==> src/hdl/pixel_hit_cut_accumulator_defines.svh <==
// Assertion macros for the pixel hit cut accumulator.
`ifndef PIXEL_HIT_CUT_ACCUMULATOR_DEFINES_SVH
`define PIXEL_HIT_CUT_ACCUMULATOR_DEFINES_SVH

// Same-cycle implication, checked on the rising clock edge outside reset.
`define PHCA_ASSERT_NOW(lbl, ante, cons, msg) \
   lbl: assert property (@(posedge clock) disable iff (reset) (ante) |-> (cons)) else $error(msg);

// Next-cycle implication, checked on the rising clock edge outside reset.
`define PHCA_ASSERT_NEXT(lbl, ante, cons, msg) \
   lbl: assert property (@(posedge clock) disable iff (reset) (ante) |=> (cons)) else $error(msg);

`endif

==> src/hdl/phca_pkg.sv <==
// Shared types and constants for the pixel hit cut accumulator.
package phca_pkg;
   localparam int CAL_W      = 42;
   localparam int LINK_W     = 37;
   localparam int CNT_W      = 32;
   localparam int CALM_W     = 14;
   localparam int LINKM_W    = 9;
   localparam int Q_W        = 14;
   localparam int DIV_STEPS  = 14;
   localparam int CSR_IDX_W  = 3;
   localparam int CSR_DATA_W = 16;

   localparam logic [CNT_W-1:0] CNT_SAT = '1;

   typedef logic [CSR_IDX_W-1:0] csr_idx_type;
   localparam csr_idx_type REG_AMP_MIN   = 3'd0;
   localparam csr_idx_type REG_AMP_MAX   = 3'd1;
   localparam csr_idx_type REG_CAL_MIN   = 3'd2;
   localparam csr_idx_type REG_CAL_MAX   = 3'd3;
   localparam csr_idx_type REG_RATIO_MIN = 3'd4;
   localparam csr_idx_type REG_RATIO_MAX = 3'd5;

   localparam logic signed [15:0] AMP_MIN_RST   = 16'sd6400;
   localparam logic signed [15:0] AMP_MAX_RST   = 16'sd19200;
   localparam logic [9:0]         CAL_MIN_RST   = 10'd170;
   localparam logic [9:0]         CAL_MAX_RST   = 10'd190;
   localparam logic [5:0]         RATIO_MIN_RST = 6'd2;
   localparam logic [5:0]         RATIO_MAX_RST = 6'd10;

   typedef enum logic [2:0] {
      ST_CLEAR,
      ST_IDLE,
      ST_FETCH,
      ST_UPDATE,
      ST_DIVIDE,
      ST_EMIT
   } state_type;

   typedef struct packed {
      logic clear;
      logic req_ready;
      logic fetch;
      logic update;
      logic div_step;
      logic emit;
   } cmd_type;

   typedef struct packed {
      logic clr_last;
      logic req_fire;
      logic oob;
      logic need_div;
      logic div_last;
      logic out_free;
   } sts_type;
endpackage

==> src/hdl/phca_ctrl.sv <==
// Controller: sequences the store clear after reset, then fetch, update, divide and emit for each request.
module phca_ctrl (
   input  logic                clock,
   input  logic                reset,
   input  phca_pkg::sts_type   sts,
   output phca_pkg::cmd_type   cmd,
   output phca_pkg::state_type state
);
   import phca_pkg::*;

   state_type state_ff, state_in;

   always_ff @(posedge clock) begin
      if (reset) begin
         state_ff <= ST_CLEAR;
      end else begin
         state_ff <= state_in;
      end
   end

   always_comb begin
      state_in = state_ff;
      case (state_ff)
         ST_CLEAR:  if (sts.clr_last) state_in = ST_IDLE;
         ST_IDLE:   if (sts.req_fire) state_in = sts.oob ? ST_EMIT : ST_FETCH;
         ST_FETCH:  state_in = ST_UPDATE;
         ST_UPDATE: state_in = sts.need_div ? ST_DIVIDE : ST_EMIT;
         ST_DIVIDE: if (sts.div_last) state_in = ST_EMIT;
         ST_EMIT:   if (sts.out_free) state_in = ST_IDLE;
         default:   state_in = ST_IDLE;
      endcase
   end

   always_comb begin
      cmd = '0;
      case (state_ff)
         ST_CLEAR:  cmd.clear     = 1'b1;
         ST_IDLE:   cmd.req_ready = 1'b1;
         ST_FETCH:  cmd.fetch     = 1'b1;
         ST_UPDATE: cmd.update    = 1'b1;
         ST_DIVIDE: cmd.div_step  = 1'b1;
         ST_EMIT:   cmd.emit      = sts.out_free;
         default:   cmd = '0;
      endcase
   end

   assign state = state_ff;
endmodule

==> config.mk <==
export PLATFORM = sky130hd
export DESIGN_NAME = phca_ctrl
export DESIGN_NICKNAME = d
export VERILOG_FILES = /design/src/hdl/pixel_hit_cut_accumulator_defines.svh /design/src/hdl/phca_pkg.sv /design/src/hdl/phca_ctrl.sv
export SDC_FILE = /design/constraint.sdc
export NUM_CORES = 1
export LEC_CHECK = 0
export ABC_AREA = 1
export BUFFER_PORTS_ARGS = -buffer_cell sky130_fd_sc_hd__buf_2
export CAP_MARGIN = 30
export CELL_PAD_IN_SITES_DETAIL_PLACEMENT = 0
export CELL_PAD_IN_SITES_GLOBAL_PLACEMENT = 2
export CORE_MARGIN = 2
export CORE_UTILIZATION = 16
export CTS_CLUSTER_SIZE = 28
export DETAILED_ROUTE_END_ITERATION = 12
export PLACE_DENSITY = 0.7
export SYNTH_ARGS = -nofsm -noshare
export SYNTH_HDL_FRONTEND = slang
export SYNTH_SLANG_ARGS = --single-unit
export TNS_END_PERCENT = 100
==> constraint.sdc <==
create_clock -name clock -period 2.6 [get_ports clock]
set_input_delay 0.13 -clock clock [delete_from_list [all_inputs] [get_ports clock]]
set_output_delay 0.13 -clock clock [all_outputs]
set_load 0.01 [all_outputs]
==> impl_metrics.tcl, run 1 <==
set metrics [dict create \
    status "finished clean" \
    yosysTopAreaCellShare_pct 25.81 \
    synthToLayoutAreaGrowth_pct 53.76 \
    cts-resized-gates 0 \
    min_period_ns 1.401 \
    core-area_um2 1334 \
    cts_tree "built" \
    critPathLaunchType "register" \
    fin_cells 75 \
    wire_per_inst_um 9.573 \
    grt_overflow 0 \
    totalWireLength_um 718 \
    finalInstanceArea_um2 357.8 \
    max-cap-violations 0 \
    routed_via_density 4.000 \
    cts_buffer_depth 2 \
    dr.pass1.iters 3 \
    setup-violations-final 0 \
    drive_above_1_share_pct 40.00 \
    syn_area_per_cell_um2 5.818 \
    crit_type "reg -> out" \
    min_period_over_period_pct 53.87 \
    rsz0062_at_grt "false" \
    hold_ws_ns 0.07197 \
    hold_buffers 0 \
    yosys_warnings 0 \
    ant_nets 0 \
    grt_max_degree 8 \
    die_w_um 42.14 \
    syn_area_um2 232.7 \
    max_slew_margin_pct 83.29 \
    antenna_found_initial 0 \
    clockRootBuffer "clkbuf_4" \
    track_usage_pct 8.569 \
    io_pins 17 \
    grtUsageMet2_pct 13.13 \
    path_max_fanout 7 \
    post-route-drc-count 0 \
    grt_pass1_wl_mm 1.138 \
    cts_buffers 3 \
    num_rows 13 \
    initialDrtViolationCount 2 \
    vias 300 \
    cp-end-kind "output pin" \
    clk_pin_slew_ns 0.04 \
    clock.fmax_mhz 713.9 \
    use_met1_pct 9.487 \
    layout.nets 69 \
    start_util_pct 17.45 \
    fp.dieH_um 42.14 \
    h-tree-depth 1 \
    synthTopCellsByArea "dfxtp_1, inv_1, nand2_1" \
    slew_viol_final 0 \
    tns_ns 0 \
    cts_setup_buffers 0 \
    grt_use_met3_pct 3.879 \
    required_ns 2.47 \
    ys_seq_area_share_pct 25.81 \
    dp_hpwl_um 580.6 \
    synth_fp_nets 48 \
    finalHoldViolCount 0 \
    gp_congestion 0.6908 \
    top_usage_layer "met2" \
    syn_inst 40 \
    worst_pin_slew_ns 0.2484 \
    leakage_nw 0.2287 \
    hold_class "in -> reg" \
    portBuffers 16 \
    yosysUniqueCellTypes 13 \
    grt_pass1_vias 297 \
    insertion_delay_ns 0.23 \
    dp_cells 71 \
    ir_drop_mv 0.2086 \
    finClkSkew_ns 0.0007677 \
    cp_data_arrival_time_ns 1.27 \
    largest_register_ff_count 3 \
    dieArea_um2 1776 \
    clock_sinks 3 \
    diodes 0 \
    dpl_cell_area_um2 331.6 \
    synth_area_leader_cell "dfxtp_1" \
    ys_seq_elements 3 \
    power.density_nw_per_um2 752.0 \
    final_util_pct 26.83 \
]
[synthesized netlist by cell type (all sizes together)]
| library cell | instances |
|---|---|
| a21oi | 3 |
| dfxtp | 3 |
| nor2 | 6 |
| nor4 | 1 |
| nand2 | 8 |
| nand3 | 4 |
| nand4 | 2 |
| inv | 10 |
| nand3b | 1 |
| nor3 | 2 |
[final timing paths]
check	from	depth (start not counted)	to	slack (ns)
worst max-delay path	state[2]	3	cmd[0]	1.20
worst min-delay path	reset	2	state[1]	0.07
worst max register to register	state[2]	6	state[1]	1.49
worst min register to register	state[0]	4	state[2]	0.67
[kinds of logic after synthesis]
group	count (synthesis)	share of synthesized area, %
and+or+nand+nor	24	51.61
AOI/OAI and AO/OA	3	6.450
DFF	3	25.81
buffers and inverters	10	16.13
[worst max-delay path, stage by stage (launching register included)]
cell and delay, ns:
dfxtp_1 0.45, inv_2 0.12, nor4_1 0.29, buf_2 0.18
[where the power goes]
group / internal, mW / switching (mW) / total [mW]
logic: 0.0450 / 0.0707 / 0.116
registers: 0.0555 / 0.0159 / 0.0714
clock network: 0.0575 / 0.0245 / 0.0821
total: 0.158 / 0.111 / 0.269
[layout make-up]
class                   count  area, um2
multi-input cells          27      135.1
inverters                  10      37.54
fillers                   167      975.9
clock buffers               4      26.28
repair buffers             16      80.08
well taps                  15      18.77
flip-flops and latches      3      60.06
[per-layer routing]
layer,routed length (um),up-vias
met4,0,0
met5,0,-
met3,87,0
met2,306,11
met1,324,122
li1,-,167
[cell usage in the layout (no fill, tap or decap), types with 2 or more instances in the layout]
cell      Yosys  routed
nand3_1       4       4
nor2_1        5       5
inv_2         2       2
buf_2         0      16
clkbuf_4      0       3
a21oi_1       3       3
nand4_1       2       2
nand2_1       8       8
dfxtp_1       3       3
inv_1         8       8
[stage by stage]
step / total power, mW / worst slack (ns)
4_1_cts: 0.2741 / 1.196
5_1_grt: 0.2932 / 1.118
3_3_place_gp: 0.1931 / 1.422
2_1_floorplan: 0.1459 / 1.377
3_5_place_dp: 0.1885 / 1.458
6_report: 0.2691 / 1.199
Note: power is estimated with default switching activity, not from simulation.
==> run 2: changes to the inputs <==
--- a/config.mk
+++ b/config.mk
@@ -5,16 +5,16 @@
 export SDC_FILE = /design/constraint.sdc
 export NUM_CORES = 1
 export LEC_CHECK = 0
-export ABC_AREA = 1
+export ABC_AREA = 0
 export BUFFER_PORTS_ARGS = -buffer_cell sky130_fd_sc_hd__buf_2
 export CAP_MARGIN = 30
 export CELL_PAD_IN_SITES_DETAIL_PLACEMENT = 0
 export CELL_PAD_IN_SITES_GLOBAL_PLACEMENT = 2
 export CORE_MARGIN = 2
-export CORE_UTILIZATION = 16
+export CORE_UTILIZATION = 17
 export CTS_CLUSTER_SIZE = 28
 export DETAILED_ROUTE_END_ITERATION = 12
-export PLACE_DENSITY = 0.7
+export PLACE_DENSITY = 0.68
 export SYNTH_ARGS = -nofsm -noshare
 export SYNTH_HDL_FRONTEND = slang
 export SYNTH_SLANG_ARGS = --single-unit
==> constraint.sdc (replaced) <==
create_clock -name clock -period 1.4 [get_ports clock]
set_input_delay 0.07 -clock clock [delete_from_list [all_inputs] [get_ports clock]]
set_output_delay 0.07 -clock clock [all_outputs]
set_load 0.01 [all_outputs]
==> impl_metrics.tcl, run 2 <==
set metrics [dict create \
    finalHoldViolCount 0 \
    grt_max_degree 14 \
    fillers 137 \
    max_slew_margin_pct 75.21 \
    tns_ns 0 \
    leakage_nw 0.1660 \
    cts_buffers 3 \
    power.density_nw_per_um2 1039 \
    cp_data_arrival_time_ns 1.41 \
    cp_slowest_cell "dfxtp_1" \
    die_w_um 40.50 \
    start_util_pct 17.85 \
    max-cap-violations 0 \
    clock_sinks 3 \
    ys_seq_elements 3 \
    yosysTopAreaCellShare_pct 26.52 \
    required_ns 1.55 \
    rr_worst_depth 3 \
    hold_class "in -> reg" \
    h-tree-depth 1 \
    multi_input_area_um2 142.6 \
    post-route-drc-count 0 \
    antenna_found_initial 0 \
    grt_pass1_wl_mm 1.014 \
    p_switching_mw 0.1097 \
    netSwitchingFraction_pct 31.37 \
    fp.dieH_um 40.50 \
    routed_via_density 4.607 \
    crit_type "reg -> reg" \
    dp_hpwl_um 488.8 \
    grt_use_met3_pct 7.222 \
    status "finished clean" \
    critPathLaunchType "register" \
    reg2reg_from "state[0]" \
    yosysUniqueCellTypes 20 \
    synthTopCellsByCount "a21oi_1, dfxtp_1, nor2_1, nor3_1, nor3b_1" \
    synth_fp_nets 37 \
    path_cells "inv_2 > or3_1 > a221oi_2" \
    fin_cells 61 \
    cts_setup_buffers 0 \
    clockRootBuffer "clkbuf_4" \
    cts-resized-gates 0 \
    core-area_um2 1269 \
    clock.fmax_mhz 797.2 \
    clk_pin_slew_ns 0.04 \
    track_usage_pct 10.62 \
    synthFlopType "dfxtp_1" \
    totalWireLength_um 665 \
    comb_power_share_pct 22.5 \
    use_met1_pct 8.414 \
    ys_seq_area_share_pct 26.52 \
    grtUsageMet2_pct 15.87 \
    synthTopCellsByArea "dfxtp_1, a21oi_1, nor3_1" \
    dp_cells 57 \
    portBuffers 16 \
    io_pins 17 \
    top_usage_layer "met2" \
    setup-violations-final 0 \
    cts_tree "built" \
    synthArstFlopShare_pct 0 \
    path_max_fanout 12 \
    drive_above_1_share_pct 47.83 \
    hold_buffers 0 \
    dieArea_um2 1640 \
    min_period_over_period_pct 89.60 \
    seqPwrFrac_pct 31.9 \
    syn_inst 29 \
    seqCellArea_um2 61.31 \
    gp_congestion 0.7176 \
    syn_area_um2 226.5 \
    synth_edf_count 0 \
    max_stage_delay_ns 0.51 \
    rsz0062_at_grt "false" \
    yosys_warnings 0 \
    ant_nets 0 \
    grt_overflow 0 \
    dr.pass1.iters 2 \
    finClkSkew_ns 0.007508 \
    syn_area_per_cell_um2 7.809 \
    num_rows 13 \
    clockPowerShare_pct 45.7 \
    r2r-end "state[2]" \
    cts_buffer_depth 2 \
    diodes 0 \
    vias 281 \
    rrSetupSlack_ns 0.15 \
    layout.nets 55 \
    initialDrtViolationCount 4 \
    slew_viol_final 0 \
    insertion_delay_ns 0.24 \
    hold_path_depth 2 \
    synth_area_leader_cell "dfxtp_1" \
    min_period_ns 1.254 \
    largest_register_ff_count 3 \
    holdPathEnd "state[2]" \
    p_int_mw 0.2400 \
    grt_pass1_vias 238 \
    final_cell_mix "buf_2, nor3_1, nor2_1, a21oi_1, clkbuf_4" \
    cp-end-kind "register" \
    hold_start "reset" \
    wire_per_inst_um 10.90 \
    synthToLayoutAreaGrowth_pct 48.62 \
    worst_pin_slew_ns 0.3714 \
    final_common_cell "buf_2" \
    ir_drop_mv 0.2915 \
]
==> run 2: cell count changes in the layout (fill, tap and decap cells not counted), moves of 2 or more <==
cell | previous run | this run
inv_1 | 8 | 1
nand2_1 | 8 | 1
nand3_1 | 4 | 0
nand4_1 | 2 | 0
nor2_1 | 5 | 3
nor3_1 | 1 | 3
nor3b_1 | 0 | 2
==> run 2: layer usage <==
metal,vias to the layer above,routed length [um]
li1,139,-
met1,125,243
met2,12,310
met3,5,79
met4,0,31
met5,-,0
==> run 2: worst max-delay path by stage <==
stage | startpoint | endpoint | slack (ns) | cells after the start
finish | state[0] | state[2] | 0.15 | 3
global route | state[1] | state[2] | 0.005 | 3
CTS | state[2] | cmd[1] | 0.14 | 2
detailed placement | state[0] | state[2] | 0.14 | 3
global placement | state[0] | state[2] | 0.18 | 3
floorplan | state[0] | state[2] | 0.32 | 4
==> run 2: critical path: cells and delay by family, from the launching register on <==
| family | cells | cell delay [ns] |
|---|---|---|
| DFF | 1 | 0.51 |
| and+or+nand+nor | 1 | 0.36 |
| AOI/OAI and AO/OA | 1 | 0.21 |
| buffers and inverters | 1 | 0.09 |
==> run 2: stage by stage <==
step	hold slack (ns)	total power, mW	area (um2)	util [%]	worst slack, ns
global placement	0.2711	0.1925	309.0	24.36	0.1793
CTS	0.01497	0.3572	335.3	26.43	0.1363
floorplan	0.1362	0.1607	226.5	-	0.3157
finish	0.01577	0.3498	336.6	26.53	0.1457
detailed placement	0.2738	0.1923	309.0	24.36	0.1366
global route	0.01074	0.3785	336.6	26.53	0.004742
==> run 2: cell type report <==
class | instances | area share (%)
multi-input combinational | 21 | 42.38
timing repair buffer | 16 | 23.79
sequential | 3 | 18.22
clock buffer | 4 | 7.807
tap | 15 | 5.576
inverter | 2 | 2.230
==> run 2: logic make-up (layout without fill, tap and decap cells) <==
| logic type | count (synthesis) | count (layout) | synth area share (%) |
|---|---|---|---|
| compound gates | 8 | 8 | 27.62 |
| flops | 3 | 3 | 26.52 |
| simple gates | 13 | 13 | 35.36 |
| buf+inv | 5 | 22 | 10.49 |
==> run 2: power by group through the flow <==
stage          Clock (mW)  Combinational, mW  Sequential, mW
2_1_floorplan           0             0.0586           0.102
3_3_place_gp            0             0.0802           0.112
3_5_place_dp            0             0.0794           0.113
4_1_cts             0.166             0.0799           0.111
5_1_grt             0.175             0.0879           0.116
6_report            0.160             0.0785           0.112
==> run 3: changes to the inputs <==
==> constraint.sdc (replaced) <==
create_clock -name clock -period 1.4 [get_ports clock]
set_input_delay 0.28 -clock clock [delete_from_list [all_inputs] [get_ports clock]]
set_output_delay 0.28 -clock clock [all_outputs]
set_load 0.01 [all_outputs]
==> impl_metrics.tcl, run 3 (synthesized netlist as in run 2, its figures left out) <==
set metrics [dict create \
    finalHoldViolCount 0 \
    fin_cells 61 \
    drive_above_1_share_pct 52.17 \
    status "finished clean" \
    path_max_fanout 13 \
    insertion_delay_ns 0.24 \
    critPathLaunchType "register" \
    io_pins 17 \
    synthToLayoutAreaGrowth_pct 53.04 \
    grt_max_degree 14 \
    totalWireLength_um 677 \
    cts_buffer_depth 2 \
    clockRootBuffer "clkbuf_4" \
    power_mw 0.3446 \
    place_ws_ns 0.1532 \
    max_slew_margin_pct 84.58 \
    grt_pass1_wl_mm 1.104 \
    finClkSkew_ns 0.006137 \
    dp_hpwl_um 490 \
    cp-end-kind "output pin" \
    vias 281 \
    portBuffers 16 \
    dieArea_um2 1640 \
    setup_ws_ns 0.1170 \
    finalInstanceArea_um2 346.6 \
    post-route-drc-count 0 \
    hold_ws_ns 0.2281 \
    rsz0062_at_grt "false" \
    diodes 0 \
    final_common_cell "buf_2" \
    largest_register_ff_count 3 \
    hold_buffers 0 \
    max-cap-violations 0 \
    final_util_pct 27.32 \
    routed_via_density 4.607 \
    tns_ns 0 \
    initialDrtViolationCount 4 \
    cts_setup_buffers 0 \
    ant_nets 0 \
    crit_type "reg -> out" \
    worst_pin_slew_ns 0.2282 \
    core-area_um2 1269 \
    grt_overflow 0 \
    hold_class "in -> reg" \
    min_period_over_period_pct 91.64 \
    clk_pin_slew_ns 0.04 \
    wire_per_inst_um 11.10 \
    track_usage_pct 11.29 \
    cts_tree "built" \
    cp_data_arrival_time_ns 1.00 \
    clock_sinks 3 \
    leakage_nw 0.1676 \
    die_w_um 40.50 \
    clock.fmax_mhz 779.4 \
    antenna_found_initial 0 \
    gp_congestion 0.7214 \
    start_util_pct 17.85 \
    dpl_cell_area_um2 309.0 \
    cts-resized-gates 3 \
    power.density_nw_per_um2 994.2 \
    min_period_ns 1.283 \
    cts_buffers 3 \
    layout.nets 55 \
    slew_viol_final 0 \
    num_rows 13 \
    h-tree-depth 1 \
    dp_cells 57 \
    setup-violations-final 0 \
    ir_drop_mv 0.3440 \
    grt_pass1_vias 252 \
    fp.dieH_um 40.50 \
    dr.pass1.iters 3 \
    required_ns 1.12 \
]
## run 3: path summary, 6_finish.rpt
check | from | to | slack (ns) | depth (start not counted)
max | state[2] | cmd[2] | 0.12 | 2
min | reset | state[2] | 0.23 | 2
max reg2reg | state[0] | state[2] | 0.31 | 3
min reg2reg | state[2] | state[1] | 0.52 | 1
## run 3: power by group
| part | switching, mW | internal [mW] | total, mW |
|---|---|---|---|
| Sequential | 0.0191 | 0.0921 | 0.111 |
| Combinational | 0.0395 | 0.0400 | 0.0795 |
| Clock | 0.0470 | 0.107 | 0.154 |
| Total | 0.106 | 0.239 | 0.345 |
## run 3: critical path, cell delays in order (launching register included)
cell and delay, ns:
dfxtp_4 0.38, and3b_1 0.25, buf_2 0.14
## run 3: final cells by class
cell class	count	area, um2
multi-input combinational	21	142.6
sequential	3	71.32
fill	147	922.1
timing repair buffer	16	80.08
clock buffer	4	26.28
inverter	2	7.507
tap	15	18.77
## run 3: routing by layer
layer	wire [um]	part of all wire [%]	up-vias	global-route usage [%]
met5	0	0	-	0
met4	0	0	0	10.00
met3	55	8.1	0	8.333
met2	322	48	9	15.08
met1	299	44	130	11.29
li1	-	-	142	-
